## src/keystroke_inject_queue_top_macros.svh

```systemverilog
// Assertion macros shared by the keystroke injection queue RTL.
// Included by the top level; depends on nothing else.
`ifndef KEYSTROKE_INJECT_QUEUE_TOP_MACROS_SVH
`define KEYSTROKE_INJECT_QUEUE_TOP_MACROS_SVH

// The consequent must hold in the same cycle as the antecedent.
`define KIQ_ASSERT_NOW(label, clk, rst_n, ante, cons) \
    label: assert property (@(posedge clk) disable iff (!rst_n) (ante) |-> (cons)) \
        else $error("keystroke queue check failed");

// The consequent must hold in the cycle after the antecedent.
`define KIQ_ASSERT_NEXT(label, clk, rst_n, ante, cons) \
    label: assert property (@(posedge clk) disable iff (!rst_n) (ante) |=> (cons)) \
        else $error("keystroke queue check failed");

`endif

```

## src/kiq_pkg.sv

```systemverilog
// Package for the keystroke injection queue: sizes, codes, result type and key ROM.
// Used by the top level, kiq_out_skid and the testbench; depends on nothing.
`default_nettype none

package kiq_pkg;

    localparam int QUEUE_DEPTH = 4096;
    localparam int PTR_W       = $clog2(QUEUE_DEPTH);
    localparam int BYTE_W      = 8;
    localparam int CODE_W      = 6;
    localparam int FRAME_W     = 8;
    localparam int CFG_IDX_W   = 1;
    localparam int IN_TDATA_W  = 8;
    localparam int OUT_TDATA_W = 16;

    localparam logic [PTR_W-1:0] LAST_PTR = PTR_W'(QUEUE_DEPTH - 1);

    // Configuration register indexes.
    localparam logic [CFG_IDX_W-1:0] CFG_HOLD_FRAMES = 1'b0;
    localparam logic [CFG_IDX_W-1:0] CFG_GAP_FRAMES  = 1'b1;

    localparam logic [FRAME_W-1:0] HOLD_FRAMES_RESET = 8'd3;
    localparam logic [FRAME_W-1:0] GAP_FRAMES_RESET  = 8'd1;

    // Input word kinds carried in tuser.
    localparam logic OP_PUSH = 1'b0;
    localparam logic OP_TICK = 1'b1;

    // Dense key codes: the letter and digit bases, then the keys beyond them.
    localparam logic [CODE_W-1:0] KC_A      = 6'd0;
    localparam logic [CODE_W-1:0] KC_0      = 6'd26;
    localparam logic [CODE_W-1:0] KC_6      = 6'd32;
    localparam logic [CODE_W-1:0] KC_RETURN = 6'd36;
    localparam logic [CODE_W-1:0] KC_ESC    = 6'd37;
    localparam logic [CODE_W-1:0] KC_DEL    = 6'd38;
    localparam logic [CODE_W-1:0] KC_BLANK  = 6'd39;
    localparam logic [CODE_W-1:0] KC_DASH   = 6'd40;
    localparam logic [CODE_W-1:0] KC_COMMA  = 6'd41;
    localparam logic [CODE_W-1:0] KC_PERIOD = 6'd42;
    localparam logic [CODE_W-1:0] KC_SLASH  = 6'd43;
    localparam logic [CODE_W-1:0] KC_COLON  = 6'd44;
    localparam logic [CODE_W-1:0] KC_SEMI   = 6'd45;

    // One result word; key_held sits in the lowest bit.
    typedef struct packed {
        logic              dropped;
        logic              shift_held;
        logic [CODE_W-1:0] key_code;
        logic              key_held;
    } result_t;

    typedef struct packed {
        logic              valid;
        logic              shift;
        logic [CODE_W-1:0] code;
    } key_map_t;

    function automatic logic [PTR_W-1:0] ptr_inc(input logic [PTR_W-1:0] p);
        ptr_inc = (p == LAST_PTR) ? '0 : PTR_W'(p + 1'b1);
    endfunction

    function automatic key_map_t key_rom(input logic [BYTE_W-1:0] c);
        key_map_t m;
        m = '0;
        priority if (c >= 8'h41 && c <= 8'h5a)
        begin
            m = '{valid: 1'b1, shift: 1'b0, code: KC_A + CODE_W'(c - 8'h41)};
        end
        else if (c >= 8'h61 && c <= 8'h7a)
        begin
            m = '{valid: 1'b1, shift: 1'b1, code: KC_A + CODE_W'(c - 8'h61)};
        end
        else if (c >= 8'h30 && c <= 8'h39)
        begin
            m = '{valid: 1'b1, shift: 1'b0, code: KC_0 + CODE_W'(c - 8'h30)};
        end
        else if (c >= 8'h21 && c <= 8'h29)
        begin
            // Shifted digit row: the symbol sits over the digit one place up.
            m = '{valid: 1'b1, shift: 1'b1, code: KC_0 + CODE_W'(c - 8'h20)};
        end
        else
        begin
            unique case (c)
                8'h0a, 8'h0d: m = '{valid: 1'b1, shift: 1'b0, code: KC_RETURN};
                8'h1b:        m = '{valid: 1'b1, shift: 1'b0, code: KC_ESC};
                8'h7f:        m = '{valid: 1'b1, shift: 1'b0, code: KC_DEL};
                8'h20:        m = '{valid: 1'b1, shift: 1'b0, code: KC_BLANK};
                8'h2d:        m = '{valid: 1'b1, shift: 1'b0, code: KC_DASH};
                8'h3d:        m = '{valid: 1'b1, shift: 1'b1, code: KC_DASH};
                8'h2c:        m = '{valid: 1'b1, shift: 1'b0, code: KC_COMMA};
                8'h3c:        m = '{valid: 1'b1, shift: 1'b1, code: KC_COMMA};
                8'h2e:        m = '{valid: 1'b1, shift: 1'b0, code: KC_PERIOD};
                8'h3e:        m = '{valid: 1'b1, shift: 1'b1, code: KC_PERIOD};
                8'h2f:        m = '{valid: 1'b1, shift: 1'b0, code: KC_SLASH};
                8'h3f:        m = '{valid: 1'b1, shift: 1'b1, code: KC_SLASH};
                8'h3a:        m = '{valid: 1'b1, shift: 1'b0, code: KC_COLON};
                8'h2a:        m = '{valid: 1'b1, shift: 1'b1, code: KC_COLON};
                8'h3b:        m = '{valid: 1'b1, shift: 1'b0, code: KC_SEMI};
                8'h2b:        m = '{valid: 1'b1, shift: 1'b1, code: KC_SEMI};
                8'h5e:        m = '{valid: 1'b1, shift: 1'b1, code: KC_6};
                default:      m = '0;
            endcase
        end
        key_rom = m;
    endfunction

endpackage

`default_nettype wire

```

## src/kiq_out_skid.sv

```systemverilog
// Two-entry result buffer: output register plus skid register.
// Depends on kiq_pkg for the result type.
`default_nettype none

module kiq_out_skid (
    input  wire logic            clk,
    input  wire logic            rst_n,
    input  wire logic            in_valid,
    output logic                 in_ready,
    input  wire kiq_pkg::result_t in_data,
    output logic                 out_valid,
    input  wire logic            out_ready,
    output kiq_pkg::result_t     out_data
);

    logic             out_valid_reg, out_valid_next;
    logic             skid_valid_reg, skid_valid_next;
    kiq_pkg::result_t out_data_reg, out_data_next;
    kiq_pkg::result_t skid_data_reg, skid_data_next;
    logic             in_take;

    // Ready is registered: only a full skid stage blocks the producer.
    assign in_ready  = !skid_valid_reg;
    assign in_take   = in_valid && in_ready;
    assign out_valid = out_valid_reg;
    assign out_data  = out_data_reg;

    always_comb
    begin
        out_valid_next  = out_valid_reg;
        skid_valid_next = skid_valid_reg;
        out_data_next   = out_data_reg;
        skid_data_next  = skid_data_reg;
        if (!out_valid_reg || out_ready)
        begin
            if (skid_valid_reg)
            begin
                out_valid_next  = 1'b1;
                out_data_next   = skid_data_reg;
                skid_valid_next = 1'b0;
            end
            else
            begin
                out_valid_next = in_take;
                out_data_next  = in_data;
            end
        end
        else if (in_take)
        begin
            skid_valid_next = 1'b1;
            skid_data_next  = in_data;
        end
    end

    always_ff @(posedge clk or negedge rst_n)
    begin
        if (!rst_n)
        begin
            out_valid_reg  <= 1'b0;
            skid_valid_reg <= 1'b0;
        end
        else
        begin
            out_valid_reg  <= out_valid_next;
            skid_valid_reg <= skid_valid_next;
        end
    end

    always_ff @(posedge clk)
    begin
        out_data_reg  <= out_data_next;
        skid_data_reg <= skid_data_next;
    end

endmodule

`default_nettype wire

```

## config.mk

```make
export PLATFORM = sky130hd
export DESIGN_NAME = kiq_out_skid
export DESIGN_NICKNAME = d
export VERILOG_FILES = /design/src/keystroke_inject_queue_top_macros.svh /design/src/kiq_pkg.sv /design/src/kiq_out_skid.sv
export SDC_FILE = /design/constraint.sdc
export NUM_CORES = 1
export LEC_CHECK = 0
export BUFFER_PORTS_ARGS = -buffer_cell sky130_fd_sc_hd__buf_2
export CAP_MARGIN = 20
export CORE_MARGIN = 8
export CORE_UTILIZATION = 35
export DETAILED_ROUTE_END_ITERATION = 8
export GPL_TIMING_DRIVEN = 0
export SKIP_LAST_GASP = 1
export SLEW_MARGIN = 20
export SYNTH_ARGS = -nofsm -noshare
export SYNTH_HDL_FRONTEND = slang
export SYNTH_SLANG_ARGS = --single-unit
```

## constraint.sdc

```tcl
create_clock -name clk -period 4.3 [get_ports clk]
set_clock_uncertainty 0.15 [all_clocks]
set_input_delay 0 -clock clk [delete_from_list [all_inputs] [get_ports clk]]
set_output_delay 0 -clock clk [all_outputs]
set_load 0.02 [all_outputs]
```

=== Word level (Yosys, flattened, before mapping) ===
Index checks and enable logic that the tools add are counted.
Widths: inputs -> output; s select.

* Register bits: 20
* Bits of input ports: 13
* Output and inout port bits: 11
* Word-level logic and storage cells: 21

* Multiplexer cells: 4
* Bitwise operators: 1
* Reductions and logical operators: 6

{| class="wikitable"
|+ Operator list
! operator !! number
|-
| $mux 9 || 1
|-
| $mux 1 || 3
|-
| $logic_not 1->1 || 2
|-
| $reduce_and 2->1 || 1
|-
| $reduce_bool 2->1 || 1
|-
| $logic_and 1x1->1 || 1
|-
| $logic_or 1x1->1 || 1
|-
| $not 1->1 || 1
|}

=== Depth between registers and ports, before layout ===
* Depth in word-level cells: 4
* Depth in mapped cells: 3
* Mapped depth without buffers: 2

=== Worst setup path after synthesis ===
No wires, ideal clock.

* Path type: reg2reg
* Start point: reg out_valid_reg, in the netlist out_valid
* End point: reg skid_data_reg[0] in the netlist's numbering, enable pin
* Setup time: 0.389 ns
* Arrival: 1.538 ns
* Required time: 3.761 ns
* Setup slack: 2.223 ns
* Stages on the path, launching flop included: 3
* Buffers on the path: 0
* Clock period less this slack: 2.077 ns
* Cell sequence: dfrtp_1 nand2b_1 nor3b_1

* Word-level cells in the longest chain between the ends: 4

{| class="wikitable"
|+ Ends and longest elaborated chain
! item !! RTL line !! RTL
|-
| start: declaration || kiq_out_skid.sv:16 || <nowiki>logic out_valid_reg, out_valid_next;</nowiki>
|-
| start signal: assignment || kiq_out_skid.sv:64 || <nowiki>out_valid_reg <= out_valid_next;</nowiki>
|-
| $logic_not 1->1 || kiq_out_skid.sv:34 || <nowiki>if (!out_valid_reg || out_ready)</nowiki>
|-
| $logic_or 1x1->1 || kiq_out_skid.sv:34 ||
|-
| $not 1->1 (no line) || -- ||
|-
| $reduce_and 2->1 (no line) || -- ||
|-
| end signal: assignment || kiq_out_skid.sv:72 || <nowiki>skid_data_reg <= skid_data_next;</nowiki>
|-
| end: declaration || kiq_out_skid.sv:19 || <nowiki>kiq_pkg::result_t skid_data_reg, skid_data_next;</nowiki>
|}

No other way between the ends.
A chain may end at the register's enable or synchronous reset.

=== Worst setup path after layout ===
* Start point: reg out_valid_reg, in the netlist out_valid
* End point: reg skid_data_reg[6] in the netlist's numbering, enable pin

The elaborated chain is that of the path after synthesis.

==> results by group <==
Worst setup path
  • Cell Chain, Critical Path: nand2b_1 > nor3b_2
  • Crit path capture type: register
  • CP max stage delay: 0.72 ns
  • Startpoint types: register
  • CP max stage cell: nor3b_2
  • Critical path fanouts, max: 12
  • CP Class: register to register
  • FF-to-FF Start: out_valid$_DFFE_PN0P_
  • CP Launch Point: out_valid$_DFFE_PN0P_
  • Worst EP required: 4.09 ns
  • Critical path arrival: 1.67 ns
  • Internal reg-to-reg setup slack: 2.42 ns

Yosys
  • Syn_area_per_cell: 21.06 µm²
  • Warning count from the yosys run: 0
  • Mapped Cells: 36
  • Register area share after synthesis: 77.89%
  • Post-synth cell types: 10
  • Synthesized area: 758.2 µm²
  • Syn_nets: 49
  • #FFs+latches synth: 20

Drt
  • ANT nets after route: 0
  • Initial DRT Pass Iterations: 2
  • Vias per cell: 4.165
  • Total Routed Length: 1.250 mm
  • Number of remaining DRC errors: 0
  • Vias post-DR: 429
  • Iteration-0 DRC Markers: 6
  • WL per Instance: 12.14 µm

Cells and area
  • Final Core Density: 49.82%
  • Nets: 89
  • Fill count: 191
  • Ant. Diodes: 0
  • Syn-to-layout area delta: 39.77%
  • Ratio of cells with drive above 1 in the final layout: 49.33%

Clocking
  • Num Clock Sinks: 20
  • CTS buffer count: 3
  • Post-CTS Setup Inserts: 0
  • Clk buf depth: 2
  • Hold-fix buffers, CTS: 12
  • Clk Tree Root Cell: clkbuf_4
  • Clock Pin Slew Worst Setup and Hold Paths: 0.10 ns
  • H-Tree Depth: 1
  • Clock Latency Late Sink: 0.29 ns
  • Cts repair resizes: 0
  • CTS tree: yes

Timing
  • FMAX: 531.8 MHz
  • Final period util: 43.73%
  • Worst-Margin Slew: 0.7204 ns
  • Final setup fails: 0
  • Hold Fails Final Rpt: 0
  • RSZ-0062 raised after global routing: false
  • Setup TNS: 0 ns
  • Headroom to the max-slew limit: 51.77%
  • Max-slew violation count: 0
  • Clock period minus worst slack: 1.880 ns

Status
  • Status: finished, final reports clean

Worst hold path
  • Worst hold-check path type: primary input to register
  • Min-delay src: out_ready

Die
  • Num rows: 17
  • Core area: 2127 µm²
  • Starting Density: 35.65%
  • Boundary pin count: 24
  • Full die area: 3912 µm²
  • Die height: 62.55 µm
  • Die X-Extent: 62.55 µm

Place
  • Number of port buffers: 23
  • Placer Congestion: 0.6263
  • DP HPWL: 879.8 µm

GRT
  • Antenna violations before repair: 0
  • Tot GR Track Use: 6.657%
  • Total grt overflow: 0
  • First-pass GRT wire length: 2.090 mm
  • Vias in the first global route: 471
  • Pin count of the biggest net entering global routing: 13

Power
  • Gate power share: 15.8%
  • Clock share of power: 23.8%
  • P_int: 0.2945 mW
  • VDD IR-drop max: 0.1887 mV
  • Sw power: 0.08873 mW
  • Switching share of power: 23.15%
  • PwrDens: 361.6 nW/µm²
  • Reg power frac: 60.4%
  • Static leakage: 0.4305 nW

Flow run
  • Max-cap violation count: 0
[cell usage after synthesis]
master / number / area, µm²
nor2_1: 2 / 7.510
dfrtp_1: 2 / 50.05
nor3b_1: 1 / 7.510
edfxtp_1: 18 / 540.5
mux2_2: 2 / 22.52
nand2_1: 1 / 3.750
buf_6: 1 / 11.26
nand2b_1: 1 / 6.260
mux2_4: 7 / 105.1
inv_1: 1 / 3.750
[worst paths after layout]
path                                               to  depth (start not counted)
max                        skid_data_reg[6]$_DFFE_PP_                          2
min                             out_valid$_DFFE_PN0P_                          3
max reg2reg                skid_data_reg[6]$_DFFE_PP_                          2
min reg2reg                     out_data[0]$_DFFE_PP_                          1
max in group asynchronous       out_valid$_DFFE_PN0P_                          3
min in group asynchronous  skid_valid_reg$_DFFE_PN0P_                          3
[stage by stage]
stage	hold WS [ns]	setup WS (ns)	total power, mW	std cells	area (µm²)
2_1_floorplan	-0.4456	2.223	0.2699	36	758.2
3_3_place_gp	-0.3648	1.886	0.2887	87	908.4
3_5_place_dp	-0.3645	2.350	0.2898	87	913.4
4_1_cts	0.1980	2.340	0.3854	103	1060
5_1_grt	0.2601	2.265	0.4025	103	1060
6_report	0.1759	2.420	0.3833	103	1060
[area by class of cell]
class	count	area, µm²	share of cell area [%]
Buffer	1	11.26	1.063
Clock buffer	4	26.28	2.479
Inverter	1	3.754	0.3542
Multi-Input combinational cell	14	157.7	14.88
Sequential cell	20	590.6	55.73
Tap cell	28	35.03	3.306
Timing Repair Buffer	35	235.2	22.20
[critical path, delay by kind of cell (launching register included)]
kind | cells | cell delay, ns
DFF | 1 | 0.36
and+or+nand+nor | 2 | 1.02
[power by group through the flow]
| stage | clock network (mW) | registers [mW] | logic [mW] |
|---|---|---|---|
| after floorplan | 0 | 0.248 | 0.0218 |
| after global placement | 0 | 0.236 | 0.0527 |
| after detailed placement | 0 | 0.236 | 0.0534 |
| after CTS | 0.0917 | 0.232 | 0.0618 |
| after global routing | 0.104 | 0.233 | 0.0655 |
| final | 0.0912 | 0.232 | 0.0605 |
[cell families after synthesis]
group,synth area share (%)
buffers and inverters,1.980
multiplexers,16.83
AND/OR/NAND/NOR,3.301
flip-flops,77.89
[routing by layer]
layer,GRT usage (%),vias to the layer above,part of all wire [%]
li1,-,214,-
met1,6.952,200,42
met2,10.87,13,51
met3,3.226,2,6.2
met4,3.419,0,1.3
met5,0,-,0
[cells in the final DEF, fill, tap and decap left out, drive strengths merged]
| cell | count |
|---|---|
| inv | 1 |
| nand2 | 1 |
| mux2 | 9 |
| nor3b | 1 |
| dlygate4sd3 | 12 |
| nand2b | 1 |
| clkbuf | 4 |
| dfrtp | 2 |
| nor2 | 2 |
| buf | 24 |
| edfxtp | 18 |
(Power assumes the default switching activity.)
