File: config.mk
export PLATFORM = sky130hd
export DESIGN_NAME = kiq_ram
export DESIGN_NICKNAME = d
export VERILOG_FILES = /design/src/keystroke_inject_queue_top_macros.svh /design/src/kiq_ram.sv
export SDC_FILE = /design/constraint.sdc
export NUM_CORES = 1
export LEC_CHECK = 0
export BUFFER_PORTS_ARGS = -buffer_cell sky130_fd_sc_hd__buf_2
export CORE_MARGIN = 10
export CORE_UTILIZATION = 54
export CTS_CLUSTER_DIAMETER = 40
export CTS_CLUSTER_SIZE = 8
export DETAILED_ROUTE_END_ITERATION = 6
export GPL_TIMING_DRIVEN = 0
export PLACE_DENSITY = 0.74
export SLEW_MARGIN = 0
export SYNTH_ARGS = -nofsm -noshare
export SYNTH_HDL_FRONTEND = slang
export SYNTH_SLANG_ARGS = --single-unit
File: constraint.sdc
create_clock -name clk -period 1.95 [get_ports clk]
set_input_delay 0.4875 -clock clk [delete_from_list [all_inputs] [get_ports clk]]
set_output_delay 0.4875 -clock clk [all_outputs]
set_load 0.02 [all_outputs]
File: src/keystroke_inject_queue_top_macros.svh
// Assertion macros shared by the keystroke injection queue RTL.
// Included by the top level; depends on nothing else.
`ifndef KEYSTROKE_INJECT_QUEUE_TOP_MACROS_SVH
`define KEYSTROKE_INJECT_QUEUE_TOP_MACROS_SVH

// The consequent must hold in the same cycle as the antecedent.
`define KIQ_ASSERT_NOW(label, clk, rst_n, ante, cons) \
    label: assert property (@(posedge clk) disable iff (!rst_n) (ante) |-> (cons)) \
        else $error("keystroke queue check failed");

// The consequent must hold in the cycle after the antecedent.
`define KIQ_ASSERT_NEXT(label, clk, rst_n, ante, cons) \
    label: assert property (@(posedge clk) disable iff (!rst_n) (ante) |=> (cons)) \
        else $error("keystroke queue check failed");

`endif

File: src/kiq_ram.sv
// Generic single-write, single-read RAM with registered read data.
// Stand-alone; no package needed.
`default_nettype none

module kiq_ram #(
    parameter int  WIDTH  = 8,
    parameter int  DEPTH  = 16,
    localparam int ADDR_W = $clog2(DEPTH)
) (
    input  wire logic              clk,
    input  wire logic              we,
    input  wire logic [ADDR_W-1:0] waddr,
    input  wire logic [WIDTH-1:0]  wdata,
    input  wire logic [ADDR_W-1:0] raddr,
    output logic      [WIDTH-1:0]  rdata
);

    logic [WIDTH-1:0] mem [DEPTH];

    // Read returns the contents before a write in the same cycle.
    always_ff @(posedge clk)
    begin
        if (we)
        begin
            mem[waddr] <= wdata;
        end
        rdata <= mem[raddr];
    end

endmodule

`default_nettype wire

# Word level (Yosys, flattened, before mapping)
# Memory sizes are Yosys's and may differ from the RTL's. A register that Yosys moved wholly into a read port is not among the register bits.
# Cells that the tools add are included.
# W data, S select, Z words.
# totals
inputBits	18
out_inout_bits	8
register_bits	0
mem_bits_rw	128
mem_count	1
# memory_table
name	depth	word_bits	rd	rd_ports_with_merged_regs	write_ports	line_no	text
mem	16	8	1	1	1	kiq_ram.sv:18	logic [WIDTH-1:0] mem [DEPTH];
# classes
muxes	2
# ops
operator	count
$mux W1	2

# Depth between registers and ports, before layout
# Gate-level depths: netlist of the first run.
# depth
depth_word	2
ltp_mapped	5

# Worst setup path before layout of the first run
# Ideal clock, no wire load.
# synth_path
path_type	input-to-reg
startpoint	input waddr[2]
endpoint	memory mem[0][0] (enable)
path_buffers	0
required_ns	1.567
cell_stages	2
arrival_ns	1.597
slack_ns	-0.030
path_cell_list	or3b_2 -> nor3_1
# synth_lines
item	line_no	text
start: declaration	kiq_ram.sv:12	input wire logic [ADDR_W-1:0] waddr,
end: declaration	kiq_ram.sv:18	
# Straight into the memory's write port.

# Final worst setup path of the first run
# layout_path
startpoint	input waddr[2]
endpoint	memory mem[3][1] (enable)
# Straight into the memory's write port.

==> results of run 1 <==
[routing by layer]
metal	wire, microns	track usage (%)
met5	0	0
met4	148	7.19
met3	662	4.51
met2	4650	22.0
met1	4320	19.5
[through the flow]
step | TNS, ns | util, % | hold WS (ns)
finish | 0 | 64.6 | 0.365
global route | 0 | 64.6 | 0.355
CTS | 0 | 64.6 | 0.345
detailed placement | -11.12 | 58.8 | 0.667
global placement | -10.34 | 58.8 | 0.666
floorplan | 0 | - | 0.586
[where the power goes]
group	internal, mW	leakage, nW	switching (mW)
logic	0.130	0.516	0.201
registers	3.27	1.22	0.0153
clock network	1.79	0.260	1.09
total	5.19	2.00	1.30
[sequential cells by signal, indices dropped and copies added (netlist names)]
name and flops:
mem 128, rdata 8
[area by class of cell]
cell class / count / area share [%]
sequential: 136 / 67.1
multi-input combinational: 83 / 17.8
clock buffer: 21 / 7.19
tap: 129 / 2.70
timing repair buffer: 24 / 2.01
clock inverter: 11 / 1.78
buffer: 10 / 1.45
[cell usage in the layout, fill, tap and decap left out, types with 3 or more instances in the layout]
cell type        netlist  final
clkinv_1               0      4
clkdlybuf4s25_2        3      3
clkinv_2               0      3
a22oi_1               16     16
clkbuf_1               0      4
buf_6                  3      3
buf_2                  3     27
mux4_2                18     18
clkbuf_16              0     16
mux4_1                14     14
nand2_1                9      9
nor3_1                 4      3
edfxtp_1             128    128
dfxtp_1                8      8
nor2_1                13     13
[logic make-up after synthesis]
| logic type | count (synthesis) | synth area share, % |
|---|---|---|
| mux | 32 | 15.0 |
| buf+inv | 10 | 1.68 |
| flops | 136 | 77.8 |
| simple gates | 35 | 3.18 |
| compound gates | 16 | 2.33 |
[critical path: stages]
cell and delay, ns:
buf_2 0.11, or3b_2 0.54, nor2_1 0.68
[how the worst max path moves through the flow]
stage / cells after the start / end / from / slack [ns]
2_1_floorplan: 2 / mem[3][0] / waddr[2] / 0.20
4_1_cts: 3 / mem[8][2] / waddr[2] / 0.29
3_3_place_gp: 3 / mem[8][2] / waddr[2] / -0.31
5_1_grt: 3 / mem[8][0] / waddr[2] / 0.19
3_5_place_dp: 3 / mem[8][1] / waddr[2] / -0.26
6_report: 3 / mem[3][1] / waddr[2] / 0.27
==> metrics.md, run 1 <==
| Metric | Value |
|---|---|
| Status | `finished, final reports clean` |
| Total Wirelength | `~9.8 mm` |
| First-pass GRT wire length | `15.0 mm` |
| Largest net degree at the start of global routing | `17` |
| CTS max path bufs | `2` |
| Max IR drop VDD | `about 0.00057 V` |
| Hold Path End | `mem[7][6]` |
| Die ar. | `13,800 sq um` |
| Post-DP HPWL | `~6.0 mm` |
| Antenna viol nets, final | `0` |
| Area post-placement | `5430 sq um` |
| Initial Util | `55.7%` |
| Mapped Cells | `229` |
| P&R area growth vs syn | `16.0%` |
| Clk root buf | `clkbuf_8` |
| CP max FO | `8` |
| Worst reg-to-reg path cell count | `3` |
| Top cells by area, synth | `edfxtp_1, mux4_2, mux4_1` |
| Hold Startpoint | `wdata[6]` |
| Std cell rows | `35` |
| Worst Path Arrival | `1.82 ns` |
| Worst R2R Start | `mem[7][7]` |
| Period Utilization, post-route | `86.4%` |
| Core area | `9240 sq um` |
| Cell area after synthesis | `approximately 5000 sq um` |
| Max-capacitance violation count | `0` |
| Filler Cells Inserted | `~600` |
| Synth unique cells | `19` |
| Hold Vio Cnt, Final | `0` |
| Avg Vias per Cell | `5.74` |
| Crit Path Class | `input pin to flop` |
| Die width | `118 microns` |
| RSZ-0062 raised after global routing | `false` |
| Ys async rst share | `0%` |
| Reg-to-Reg End | `rdata[7]` |
| Die Height | `118 microns` |
| Dominant cell by count in the synthesized netlist | `edfxtp_1` |
| Main flop type after synthesis | `edfxtp_1` |
| Post-synth top area cell | `edfxtp_1` |
| Seq/Total Area, Yosys | `77.8%` |
| # placed instances | `~380` |
| Total power | `6.49 mW` |
| EDFF count, synth | `~130` |
| CTS Buf Count | `17` |
| Setup Skew | `0.00612 ns` |
| Final Max Tran Viols | `0` |
| Final nets | `290` |
| Clock sink count | `136` |
| Post-CTS Hold Buffers | `0` |
| Max frequency | `594 MHz` |
| Setup ws final | `0.266 ns` |
| Post-place setup slack | `-0.262 ns` |
| GRT Total Usage | `14.8%` |
| Post-Layout Inst Area | `5970 sq um` |
| Reg area | `4000 sq um` |
| LEAKAGE | `2.00 nW` |
| Mean Syn Cell Area | `22.5 sq um` |
| Setup crit end kind | `flop` |
| Worst EP required | `2.09 ns` |
| I/O pin total | `26` |
| Startpoint types | `input pin` |
| Total global routing overflow | `0` |
| Syn nets | `between 200 and 250` |
| Slew of the pin with the lowest slew margin | `roughly 1.2 ns` |
| Layout cells sized above 1 | `27.4%` |
| Top cells by count, synth | `edfxtp_1, mux4_2, a22oi_1, mux4_1, nor2_1` |
| DRC errors left | `0` |
| Iter 0 DRT Violations | `181` |
| Clk slew on worst S/H paths | `~0.06 ns` |
| Final setup vio count | `0` |
| Postcts setup bufs | `0` |
| PD cells | `1090 nW/um^2` |
| Vias in the first global route | `2,551` |
| DRT Pass-1 Iters | `4` |
| Clock latency on the worst-skew pair | `about 0.52 ns` |
| Synth top area share | `74.7%` |
| CTS tree | `done` |
| Hold Crit Depth | `1` |
| Min cycle time layout | `1.68 ns` |
| Slew headroom | `between 15 and 20%` |
| Area of the multi-input gates | `roughly 1100 sq um` |
| Post-synthesis register bit count | `136` |
| Gpl congestion | `between 0.7 and 0.8` |
| Initial antenna violation count | `0` |
| Port bufs | `24` |
| Final Non-Filler Cells | `414` |
| PostCTS Resize Cnt | `0` |
| R2R Setup Slk | `0.56 ns` |
| Synth warn | `0` |
| H-tree depth | `4` |
| Worst Hold Class | `input pin to flop` |
| Wirelength per Cell | `between 20 and 25 microns` |
| Vias | `roughly 2,400` |
| ANT cells | `0` |
Power figures use the tool's default switching activity.
==> inputs of run 2 (changes only) <==
CORE_UTILIZATION = 55   (was 54)
PLACE_DENSITY = 0.73   (was 0.74)
clock period = 1.7 ns   (was 1.95 ns; I/O delays follow)
==> metrics.md, run 2 (synthesis results as in run 1) <==
| Metric | Value |
|---|---|
| Number of flip-flops in the largest register | `approximately 130` |
| Commonest non-fill, non-tap cell in the layout | `edfxtp_1` |
| Largest net degree at the start of global routing | `17` |
| Setup Skew | `0.00476 ns` |
| Wirelength per Cell | `around 24 microns` |
| Total Wirelength | `9.66 mm` |
| DRC errors left | `0` |
| Slew of the pin with the lowest slew margin | `~1.2 ns` |
| Clk root buf | `clkbuf_8` |
| LEAKAGE | `1.99 nW` |
| I/O pin total | `26` |
| RSZ-0062 raised after global routing | `false` |
| Post-place setup slack | `-0.502 ns` |
| H-tree depth | `4` |
| Die width | `117 microns` |
| Initial Util | `a little under three fifths` |
| Worst Hold Class | `input pin to flop` |
| Crit Path Class | `input pin to flop` |
| Area of the multi-input gates | `1070 sq um` |
| CTS Buf Count | `17` |
| Period Utilization, post-route | `94.6%` |
| CTS max path bufs | `2` |
| Hold Path End | `mem[6][4]` |
| Worst reg-to-reg path cell count | `3` |
| Startpoint types | `input pin` |
| Reg-to-Reg End | `rdata[5]` |
| Worst Path Arrival | `1.74 ns` |
| Post-DP HPWL | `6.03 mm` |
| Total power | `7.37 mW` |
| ANT cells | `0` |
| Total global routing overflow | `0` |
| DRT Pass-1 Iters | `4` |
| Post-CTS Hold Buffers | `0` |
| Highest-count cells in the layout ignoring fill and taps | `edfxtp_1, buf_2, mux4_2` |
| PD cells | `1240 nW/um^2` |
| Avg Vias per Cell | `5.93` |
| Worst EP required | `about 1.8 ns` |
| Max frequency | `622 MHz` |
| Clock latency on the worst-skew pair | `about 0.51 ns` |
| Setup crit end kind | `flop` |
| Setup ws final | `0.0926 ns` |
| CTS tree | `done` |
| P&R area growth vs syn | `15.6%` |
| Max-capacitance violation count | `0` |
| # placed instances | `364` |
| Core area | `between 9000 and 10,000 sq um` |
| CP max FO | `8` |
| Antenna viol nets, final | `0` |
| Slew headroom | `18.4%` |
| Status | `finished, final reports clean` |
| Iter 0 DRT Violations | `171` |
| Die ar. | `13,600 sq um` |
| Postcts setup bufs | `0` |
| Max IR drop VDD | `around 0.0007 V` |
| Filler Cells Inserted | `around 600` |
| Final Non-Filler Cells | `approximately 400` |
| CP Launch Point | `waddr[2]` |
| Hold Startpoint | `wdata[4]` |
| Vias | `2,349` |
| Final nets | `290` |
| Core Util, Final | `64.7%` |
| Std cell rows | `35` |
| Final setup vio count | `0` |
| PostCTS Resize Cnt | `0` |
| Largest Register | `mem` |
| R2R Setup Slk | `0.30 ns` |
| Vias in the first global route | `2,478` |
| Min cycle time layout | `1.61 ns` |
| Layout cells sized above 1 | `29.1%` |
| Worst R2R Start | `mem[10][5]` |
| Gpl congestion | `0.705` |
| Initial antenna violation count | `0` |
| Clk slew on worst S/H paths | `0.06 ns` |
| Die Height | `117 microns` |
| Largest registers | `mem: 128 flops, rdata: 8 flops` |
| Final Max Tran Viols | `0` |
| GRT Total Usage | `15.3%` |
| First-pass GRT wire length | `14.6 mm` |
| Fin Hold WS | `0.319 ns` |
| Hold Vio Cnt, Final | `0` |
| Clock sink count | `136` |
| Hold Crit Depth | `1` |
| Reg area | `4000 sq um` |
| Port bufs | `24` |
==> run 2: how the worst max path moves through the flow <==
stage	endpoint	slack [ns]
floorplan	mem[3][0]	0.009
detailed placement	mem[8][0]	-0.50
finish	mem[2][5]	0.09
global route	mem[2][6]	0.04
CTS	mem[8][2]	0.08
global placement	mem[8][1]	-0.50
==> run 2: critical path: stages <==
cell    delay, ns
buf_2        0.11
or3b_2       0.54
nor2_1       0.66
==> run 2: cell type report <==
class | instances | area share (%)
well taps | 111 | 2.33
plain buffers | 10 | 1.45
clock inverters | 13 | 1.81
multi-input cells | 83 | 18.0
repair buffers | 24 | 2.02
clock buffers | 19 | 7.09
flip-flops and latches | 136 | 67.3
==> run 2: per-stage QoR <==
step,setup TNS (ns),cell area (sq um)
floorplan,0,5150
global placement,-28.58,5410
detailed placement,-31.47,5410
CTS,0,5940
global route,0,5950
finish,0,5950
==> run 2: metal layers <==
metal	GRT usage, %	wire (microns)	up-vias
met3	3.54	569	9
met5	0	0	-
met1	20.6	4200	1198
met2	23.6	4780	77
li1	-	-	1065
met4	6.26	109	0
==> run 2: where the power goes <==
group | internal [mW] | switching (mW)
registers | 3.75 | 0.0172
logic | 0.149 | 0.230
clock network | 1.92 | 1.30
total | 5.82 | 1.55
==> inputs of run 3 (changes only) <==
CORE_UTILIZATION = 60   (was 55)
PLACE_DENSITY = 0.78   (was 0.73)
clock period = 1.8 ns   (was 1.7 ns; I/O delays follow)
==> metrics.md, run 3 (synthesis results as in run 1) <==
| Metric | Value |
|---|---|
| Clock sink count | `136` |
| Worst Path Arrival | `about 1.8 ns` |
| Avg Vias per Cell | `6.37` |
| DRT Pass-1 Iters | `4` |
| Gpl congestion | `0.730` |
| Post-Layout Inst Area | `between 6000 and 7000 sq um` |
| CP max stage cell | `nor3_1` |
| Worst EP required | `1.93 ns` |
| Max IR drop VDD | `0.000763 V` |
| ANT cells | `0` |
| GRT Total Usage | `roughly 17%` |
| Final Non-Filler Cells | `roughly 400` |
| Antenna viol nets, final | `0` |
| PD cells | `between 1000 and 1500 nW/um^2` |
| PostCTS Resize Cnt | `0` |
| Final Max Tran Viols | `0` |
| Core Util, Final | `72.7%` |
| Startpoint types | `input pin` |
| Max stage delay on crit path | `0.96 ns` |
| Vias | `2,484` |
| Total Wirelength | `between 10 and 15 mm` |
| Wirelength per Cell | `26.5 microns` |
| Slew headroom | `17.9%` |
| Post-DP HPWL | `between 5 and 6 mm` |
| Worst Hold Class | `input pin to flop` |
| Switch Pwr | `1.48 mW` |
| Die width | `113 microns` |
| Port bufs | `24` |
| Area post-placement | `5400 sq um` |
| Sequential share of power | `47.4%` |
| Clk pwr share | `47.7%` |
| Crit Path Class | `input pin to flop` |
| Min cycle time layout | `about 1.7 ns` |
| Die ar. | `12,700 sq um` |
| H-tree depth | `4` |
| Postcts setup bufs | `0` |
| Die Height | `113 microns` |
| Clk root buf | `clkbuf_8` |
| Initial Util | `62.0%` |
| Net Sw Frac | `about a fifth` |
| CTS tree | `done` |
| Iter 0 DRT Violations | `roughly 200` |
| Highest-count cells in the layout ignoring fill and taps | `edfxtp_1, buf_2, mux4_2` |
| Slew of the pin with the lowest slew margin | `1.22 ns` |
| Final nets | `290` |
| CP max FO | `8` |
| Std cell rows | `33` |
| Initial antenna violation count | `0` |
| I/O pin total | `26` |
| Number of flip-flops in the largest register | `128` |
| CTS max path bufs | `2` |
| Hold Vio Cnt, Final | `0` |
| Core area | `8300 sq um` |
| LEAKAGE | `2.04 nW` |
| Layout cells sized above 1 | `a little under 30%` |
| # placed instances | `358` |
| CTS Buf Count | `17` |
| Max frequency | `605 MHz` |
| Setup crit end kind | `flop` |
| DRC errors left | `0` |
| RSZ-0062 raised after global routing | `false` |
| Commonest non-fill, non-tap cell in the layout | `edfxtp_1` |
| Crit path cell chain | `buf_2, nand3b_1, nor3_1` |
| Clk slew on worst S/H paths | `0.06 ns` |
| Total global routing overflow | `0` |
| Period Utilization, post-route | `~92%` |
| Top delay family on crit path | `simple AND/OR/NAND/NOR gates` |
| Fin Hold WS | `0.341 ns` |
| Clock latency on the worst-skew pair | `0.52 ns` |
| Final setup vio count | `0` |
| Largest Register | `mem` |
| Largest net degree at the start of global routing | `17` |
| Pint | `6.04 mW` |
| Post-CTS Hold Buffers | `0` |
| Combinational Power Share | `~4.9%` |
| First-pass GRT wire length | `15.7 mm` |
| Largest registers | `mem: 128 flops, rdata: 8 flops` |
| P&R area growth vs syn | `17.2%` |
| Setup TNS | `0 ns` |
| CP bufs+invs | `1` |
| Setup Skew | `0.00448 ns` |
| Vias in the first global route | `2,564` |
| Max-capacitance violation count | `0` |
| Status | `finished, final reports clean` |
-- run 3: cell types whose count changed in the layout (fill, tap and decap cells not counted), moves of 2 or more --
cell	change
bufinv_16	+3
clkbuf_1	-2
clkbuf_8	+3
clkinv_1	-2
clkinv_4	-2
clkinvlp_4	-2
nor3_1	+2
nor3_2	-2
-- run 3: final timing paths --
path / from / endpoint / slack [ns] / depth (start not counted)
max: waddr[2] / mem[8][6] / 0.15 / 3
min: wdata[3] / mem[3][3] / 0.34 / 1
max reg2reg: mem[4][0] / rdata[0] / 0.36 / 3
min reg2reg: mem[8][1] / rdata[1] / 0.68 / 3
-- run 3: area by class of cell --
cell class	count	area, sq um
clock inverter	12	171
fill	445	2270
tap	105	131
sequential	136	4000
timing repair buffer	24	120
clock buffer	20	455
buffer	10	86.3
multi-input combinational	83	1060
-- run 3: power groups by stage --
stage | clock network [mW] | registers [mW] | logic (mW)
finish | 3.59 | 3.56 | 0.366
global route | 3.77 | 3.56 | 0.389
CTS | 3.61 | 3.56 | 0.367
detailed placement | 0 | 3.62 | 0.357
global placement | 0 | 3.62 | 0.347
floorplan | 0 | 3.65 | 0.180
-- run 3: worst reg2reg max path: stages (launching register included) --
cell      delay [ns]
edfxtp_1        0.36
mux4_1          0.54
a22oi_1         0.33
nand2_1         0.09
-- run 3: metrics by stage --
step                      setup slack (ns)  total power [mW]
after CTS                            0.124              7.54
after detailed placement            -0.430              3.98
after global routing                0.0127              7.72
final                                0.148              7.51
after global placement              -0.418              3.96
after floorplan                     0.0839              3.83
-- run 3: metal layers --
layer	GRT usage, %	wire, microns	vias up
met1	22.2	4290	1285
met3	4.63	723	22
met5	0	0	-
li1	-	-	1061
met2	25.9	5070	116
met4	7.61	263	0
